<file path="src/rtl/core/max_paired_dot_product_defines.svh">
// Assertion macros shared by the files that check their own logic.
`ifndef MAX_PAIRED_DOT_PRODUCT_DEFINES_SVH
`define MAX_PAIRED_DOT_PRODUCT_DEFINES_SVH

// The property must hold at every clock edge outside reset.
`define MPDP_ASSERT(label, prop, msg) \
    label: assert property (@(posedge i_clk) disable iff (!i_rst_n) (prop)) else $error(msg);

// A registered condition must be followed by the given consequence.
`define MPDP_ASSERT_NEXT(label, cond, cons, msg) \
    label: assert property (@(posedge i_clk) disable iff (!i_rst_n) (cond) |=> (cons)) \
        else $error(msg);

`endif

</file>
<file path="src/rtl/core/mpdp_pkg.sv">
package mpdp_pkg;
    localparam int MaxItems   = 1024;
    localparam int ValueWidth = 18;
    localparam int OutWidth   = 46;
    localparam int AddrWidth  = $clog2(MaxItems);
    localparam int CountWidth = AddrWidth + 1;

    typedef logic [AddrWidth-1:0]  t_addr;
    typedef logic [CountWidth-1:0] t_count;
    typedef logic signed [ValueWidth-1:0] t_value;

    typedef struct packed {
        logic   load;
        logic   clear_acc;
        logic   rd_sel_j;
        logic   wr_en;
        logic   copy_wr;
        logic   mac_en;
        t_addr  rd_addr;
        t_addr  wr_addr;
        logic   take_hold;
        logic   flush_j;
    } t_cmd;

    typedef struct packed {
        logic less;
    } t_status;
endpackage

</file>
<file path="src/rtl/core/mpdp_ctrl.sv">
module mpdp_ctrl (
    input  logic                   i_clk,
    input  logic                   i_rst_n,
    input  logic                   i_start,
    input  mpdp_pkg::t_count       i_count,
    input  mpdp_pkg::t_status      i_status,
    output mpdp_pkg::t_cmd         o_cmd,
    output logic                   o_done
);
    import mpdp_pkg::*;

    typedef enum logic [10:0] {
        S_IDLE  = 11'b00000000001,
        S_PASS  = 11'b00000000010,
        S_RDI   = 11'b00000000100,
        S_WAITI = 11'b00000001000,
        S_RDJ   = 11'b00000010000,
        S_WAITJ = 11'b00000100000,
        S_CMP   = 11'b00001000000,
        S_COPY  = 11'b00010000000,
        S_MAC   = 11'b00100000000,
        S_DRAIN = 11'b01000000000,
        S_DONE  = 11'b10000000000
    } t_state;

    t_state r_state, n_state;
    logic   r_list, n_list;
    t_count r_width, n_width, r_lo, n_lo, r_i, n_i, r_j, n_j, r_k, n_k;
    t_count r_mid, n_mid, r_hi, n_hi;
    logic   r_have_i, n_have_i;
    t_count r_cp, n_cp;
    logic [1:0] r_drain, n_drain;
    t_count w_mid, w_hi;

    always_ff @(posedge i_clk) begin
        if (!i_rst_n) begin
            r_state <= S_IDLE;
            r_list  <= 1'b0;
            r_width <= '0;
            r_lo    <= '0;
            r_i     <= '0;
            r_j     <= '0;
            r_k     <= '0;
            r_mid   <= '0;
            r_hi    <= '0;
            r_have_i <= 1'b0;
            r_cp    <= '0;
            r_drain <= '0;
        end else begin
            r_state <= n_state;
            r_list  <= n_list;
            r_width <= n_width;
            r_lo    <= n_lo;
            r_i     <= n_i;
            r_j     <= n_j;
            r_k     <= n_k;
            r_mid   <= n_mid;
            r_hi    <= n_hi;
            r_have_i <= n_have_i;
            r_cp    <= n_cp;
            r_drain <= n_drain;
        end
    end

    always_comb begin
        logic [CountWidth:0] w_mid_sum;
        logic [CountWidth:0] w_hi_sum;
        w_mid_sum = {1'b0, r_lo} + {1'b0, r_width};
        w_mid = (w_mid_sum < {1'b0, i_count}) ? w_mid_sum[CountWidth-1:0] : i_count;
        w_hi_sum = {1'b0, w_mid} + {1'b0, r_width};
        w_hi = (w_hi_sum < {1'b0, i_count}) ? w_hi_sum[CountWidth-1:0] : i_count;
    end

    // Merge step: element i is held in a register; element j is read and
    // compared. The smaller is written to scratch, then the next is read.
    always_comb begin
        n_state = r_state;
        n_list = r_list;
        n_width = r_width;
        n_lo = r_lo;
        n_i = r_i;
        n_j = r_j;
        n_k = r_k;
        n_mid = r_mid;
        n_hi = r_hi;
        n_have_i = r_have_i;
        n_cp = r_cp;
        n_drain = r_drain;
        o_cmd = '0;
        o_done = 1'b0;
        o_cmd.rd_sel_j = r_list;
        unique case (r_state)
            S_IDLE: begin
                if (i_start) begin
                    n_list = 1'b0;
                    n_width = t_count'(1);
                    n_lo = '0;
                    n_state = S_PASS;
                end
            end
            S_PASS: begin
                if (r_width >= i_count) begin
                    if (r_list) begin
                        n_cp = '0;
                        n_state = S_MAC;
                        o_cmd.clear_acc = 1'b1;
                    end else begin
                        n_list = 1'b1;
                        n_width = t_count'(1);
                        n_lo = '0;
                    end
                end else if (r_lo >= i_count) begin
                    n_cp = '0;
                    n_state = S_COPY;
                end else begin
                    n_mid = w_mid;
                    n_hi = w_hi;
                    n_i = r_lo;
                    n_j = w_mid;
                    n_k = r_lo;
                    n_state = S_RDI;
                end
            end
            S_RDI: begin
                if (r_i < r_mid) begin
                    o_cmd.rd_addr = r_i[AddrWidth-1:0];
                    n_state = S_WAITI;
                end else begin
                    n_have_i = 1'b0;
                    n_state = S_RDJ;
                end
            end
            S_WAITI: begin
                o_cmd.take_hold = 1'b1;
                n_have_i = 1'b1;
                n_state = S_RDJ;
            end
            S_RDJ: begin
                if (r_j < r_hi) begin
                    o_cmd.rd_addr = r_j[AddrWidth-1:0];
                    n_state = S_WAITJ;
                end else if (r_have_i) begin
                    o_cmd.wr_en = 1'b1;
                    o_cmd.wr_addr = r_k[AddrWidth-1:0];
                    n_k = r_k + 1'b1;
                    n_i = r_i + 1'b1;
                    n_state = S_RDI;
                end else begin
                    n_lo = r_hi;
                    n_state = S_PASS;
                end
            end
            S_WAITJ: begin
                o_cmd.rd_addr = r_j[AddrWidth-1:0];
                n_state = S_CMP;
            end
            S_CMP: begin
                o_cmd.wr_en = 1'b1;
                o_cmd.wr_addr = r_k[AddrWidth-1:0];
                n_k = r_k + 1'b1;
                if (r_have_i && !i_status.less) begin
                    n_i = r_i + 1'b1;
                    n_state = S_RDI;
                end else begin
                    o_cmd.flush_j = 1'b1;
                    n_j = r_j + 1'b1;
                    n_state = S_RDJ;
                end
            end
            S_COPY: begin
                o_cmd.rd_addr = r_cp[AddrWidth-1:0];
                o_cmd.copy_wr = (r_cp != '0);
                o_cmd.wr_addr = AddrWidth'(r_cp - 1'b1);
                if (r_cp == i_count) begin
                    n_width = r_width << 1;
                    n_lo = '0;
                    n_state = S_PASS;
                end else begin
                    n_cp = r_cp + 1'b1;
                end
            end
            S_MAC: begin
                o_cmd.rd_sel_j = 1'b0;
                o_cmd.rd_addr = r_cp[AddrWidth-1:0];
                o_cmd.mac_en = (r_cp > t_count'(1));
                n_cp = r_cp + 1'b1;
                if (r_cp == i_count) begin
                    n_drain = 2'd1;
                    n_state = S_DRAIN;
                end
            end
            S_DRAIN: begin
                o_cmd.mac_en = 1'b1;
                n_drain = r_drain - 1'b1;
                if (r_drain == 2'd1 || i_count == t_count'(1)) begin
                    n_state = S_DONE;
                end
            end
            S_DONE: begin
                o_done = 1'b1;
                n_state = S_IDLE;
            end
            default: n_state = S_IDLE;
        endcase
    end
endmodule

</file>
<file path="config.mk">
export PLATFORM = sky130hd
export DESIGN_NAME = mpdp_ctrl
export DESIGN_NICKNAME = d
export VERILOG_FILES = /design/src/rtl/core/max_paired_dot_product_defines.svh /design/src/rtl/core/mpdp_pkg.sv /design/src/rtl/core/mpdp_ctrl.sv
export SDC_FILE = /design/constraint.sdc
export NUM_CORES = 1
export LEC_CHECK = 0
export BUFFER_PORTS_ARGS = -buffer_cell sky130_fd_sc_hd__buf_2
export CAP_MARGIN = 5
export CORE_MARGIN = 1
export CORE_UTILIZATION = 60
export CTS_BUF_LIST = sky130_fd_sc_hd__clkbuf_4 sky130_fd_sc_hd__clkbuf_8 sky130_fd_sc_hd__clkbuf_16
export DETAILED_ROUTE_END_ITERATION = 8
export GPL_TIMING_DRIVEN = 0
export PLACE_DENSITY = 0.76
export SKIP_CTS_REPAIR_TIMING = 1
export SYNTH_ARGS = -nofsm -noshare
export SYNTH_HDL_FRONTEND = slang
export SYNTH_SLANG_ARGS = --single-unit
</file>
<file path="constraint.sdc">
create_clock -name i_clk -period 8.25 [get_ports i_clk]
set_clock_uncertainty 0.15 [all_clocks]
set_input_delay 0 -clock i_clk [delete_from_list [all_inputs] [get_ports i_clk]]
set_output_delay 0 -clock i_clk [all_outputs]
set_load 0.05 [all_outputs]
</file>
==> impl_metrics.env <==
export IMPL_ys_seq_area_frac=0.250
export IMPL_net_switching_power_w=0.000416
export IMPL_antenna_cells=0
export IMPL_start_kind="flip-flop"
export IMPL_synth_main_ff_cell="dfxtp_1"
export IMPL_numCtsBuffers=9
export IMPL_finalSetupTns_ps=0
export IMPL_slew_violations=0
export IMPL_period_needed_ps=7540
export IMPL_crit_path_end_kind="flip-flop"
export IMPL_fin_util=0.676
export IMPL_final_antenna_net_count=0
export IMPL_multi_input_area_sq_mm=0.00567
export IMPL_via_count=8237
export IMPL_nets=1194
export IMPL_rsz0062_at_grt="false"
export IMPL_cts_sinks=102
export IMPL_p_int_w=0.000908
export IMPL_clkTransAtPathRegs_ps=80
export IMPL_gp_congestion=0.968
export IMPL_vdd_ir_drop_max_uv=208
export IMPL_clockBufferDepth=2
export IMPL_timing_slew_headroom=0.309
export IMPL_setup_viol=0
export IMPL_synth_area_sq_mm=0.00816
export IMPL_routed_wl_microns=26300
export IMPL_wl_per_cell_microns=20.7
export IMPL_hold_path_class="in -> reg"
export IMPL_ys_warn_count=0
export IMPL_synth_most_common_cell="nand2_1"
export IMPL_cp_max_fo=10
export IMPL_post_route_period_util=0.914
export IMPL_async_flop_share=0
export IMPL_layout_setup_ws_ps=713
export IMPL_viasPerCell=6.51
export IMPL_register_area_sq_mm=0.00204
export IMPL_numPortBuffers=41
export IMPL_drc_errors=0
export IMPL_powerDensity_mw_per_mm2=148
export IMPL_clock_power_share=0.376
export IMPL_slowest_delay_ps=520
export IMPL_syn_nets=1139
export IMPL_ys_seq_elements=102
export IMPL_drt_pass1_iter_count=5
export IMPL_switching_share=0.314
export IMPL_grt_antenna_before_repair=0
export IMPL_leakage_nw=3.97
export IMPL_worst_path_max_delay_cell="a2111oi_0"
export IMPL_cts_root_buf="clkbuf_16"
export IMPL_syn_avg_cell_area_sq_um=7.92
export IMPL_initial_core_util=0.616
export IMPL_yosys_top_cells_count="nand2_1 (118), dfxtp_1 (102), ha_1 (92)"
export IMPL_p_seq_frac=0.396
export IMPL_clk_latency_ps=360
export IMPL_grt_total_usage=0.377
export IMPL_synth_cell_types=83
export IMPL_critical_path_class="reg -> reg"
export IMPL_coreArea_sq_mm=0.0132
export IMPL_fp_dieH_microns=119
export IMPL_cap_violations=0
export IMPL_cts_max_level=3
export IMPL_cts_tree="done"
export IMPL_grt_first_pass_wirelength_microns=40800
export IMPL_crit_top_cell="ha_1"
export IMPL_synth_area_leaders="dfxtp_1 (25%), ha_1 (14%), nand2_1 (5.4%)"
export IMPL_status="finished clean"
export IMPL_drive_gt1_frac=0.107
export IMPL_tightestPinTransition_ps=1030
export IMPL_io_pins=44
export IMPL_combPwrFrac=0.229
export IMPL_synth_edff_count=0
export IMPL_finalPower_w=0.00132
export IMPL_place_ws_ps=532
export IMPL_grt_pass1_vias=7396
export IMPL_critPathRequiredTime_ps=8360
export IMPL_whs_ps=48.2
export IMPL_yosys_area_top_type="dfxtp_1"
export IMPL_cp_data_arrival_time_ps=7650
export IMPL_nFillCells=1167
export IMPL_dieArea_sq_mm=0.0141
export IMPL_areaGrowthSynthToFinish_pct=9.76
export IMPL_clock_fmax_ghz=0.133
export IMPL_netlist_area_leader_share=0.250
export IMPL_grt_max_degree=17
export IMPL_fp_row_count=42
export IMPL_die_w_microns=119
export IMPL_drt_iter0_drc=977
export IMPL_synthCells=1030
export IMPL_hold_viol_final=0
export IMPL_grt_overflow_total=0
export IMPL_dp_hpwl_microns=20200
## metal layers
| metal | track usage | wire, microns | vias up | share of wire |
|---|---|---|---|---|
| met5 | 0 | 0 | - | 0 |
| met4 | 0.144 | 1010 | 0 | 0.039 |
| li1 | - | - | 3901 | - |
| met2 | 0.553 | 11000 | 449 | 0.42 |
| met3 | 0.0685 | 2590 | 68 | 0.099 |
| met1 | 0.544 | 11600 | 3819 | 0.44 |
## state kept, by name (all words and copies together), names as in the netlist
register and cells:
r_j 11, r_drain 2, r_hi 11, r_have_i 1, r_mid 11, r_state 11
r_lo 11, r_width 11, r_i 11, r_k 10, r_cp 11, r_list 1
## worst paths after layout
| kind | startpoint | end | slack, ps | depth (start not counted) |
|---|---|---|---|---|
| max reg2reg | r_lo[0] | r_hi[4] | 710 | 29 |
| min reg2reg | r_mid[9] | r_mid[9] | 300 | 2 |
| min | i_count[9] | r_hi[9] | 50 | 3 |
| max | r_lo[0] | r_hi[4] | 710 | 29 |
## final cells by class
type,count,area share
Buffer,56,0.0291
Inverter,49,0.0205
Clock inverter,7,0.0126
Tap cell,176,0.0246
Clock buffer,9,0.0252
Multi-Input combinational cell,823,0.634
Timing Repair Buffer,44,0.0260
Sequential cell,102,0.228
## per-stage QoR
stage                     area (sq um)  std cells
after floorplan                   8160       1030
after global placement            8580       1247
after CTS                         8920       1263
after detailed placement          8580       1247
after global routing              8950       1266
final                             8950       1266
## cell usage in the layout, fill, tap and decap left out, drive strengths merged, types with 4 or more instances in the layout
master	instances
a211oi	18
a21o	28
a21oi	82
a221oi	8
a22o	9
a31o	6
a31oi	15
and2	8
and3	24
and4b	4
buf	61
clkbuf	46
dfxtp	102
ha	92
inv	49
mux2	11
mux2i	15
nand2	118
nand2b	17
nand3	46
nand3b	11
nand4	9
nor2	58
nor2b	8
nor3	18
nor3b	5
nor4	8
nor4b	6
o2111ai	4
o211ai	5
o21a	10
o21ai	71
o21bai	4
o22ai	11
o31ai	12
or2	7
xnor2	11
xor2	20
## cell families (layout without fill, tap and decap cells)
kind of cell / after synthesis / count (layout) / synth area share
simple gates: 356 / 356 / 0.226
xor+xnor: 31 / 31 / 0.0333
compound gates: 315 / 315 / 0.256
fa+ha+maj: 94 / 94 / 0.146
buf+inv: 105 / 165 / 0.0545
flops: 102 / 102 / 0.250
mux: 26 / 26 / 0.0336
other cells: 1 / 1 / 0.000460
## power groups by stage
stage | sequential, W | combinational, W | clock [W]
6_report | 0.000524 | 0.000303 | 0.000497
5_1_grt | 0.000526 | 0.000326 | 0.000515
4_1_cts | 0.000523 | 0.000293 | 0.000498
3_5_place_dp | 0.000534 | 0.000291 | 0
3_3_place_gp | 0.000534 | 0.000288 | 0
2_1_floorplan | 0.000531 | 0.000207 | 0
## worst max-delay path, delay by kind of cell (launching register included)
family,cells,cell delay [ps]
AO/OA/AOI/OAI,15,3450
adder cells (fa/ha/maj),6,1920
AND/OR/NAND/NOR,5,740
buffers and inverters,2,420
flip-flops,1,420
multiplexers,1,370
Power figures use the tool's default switching activity.
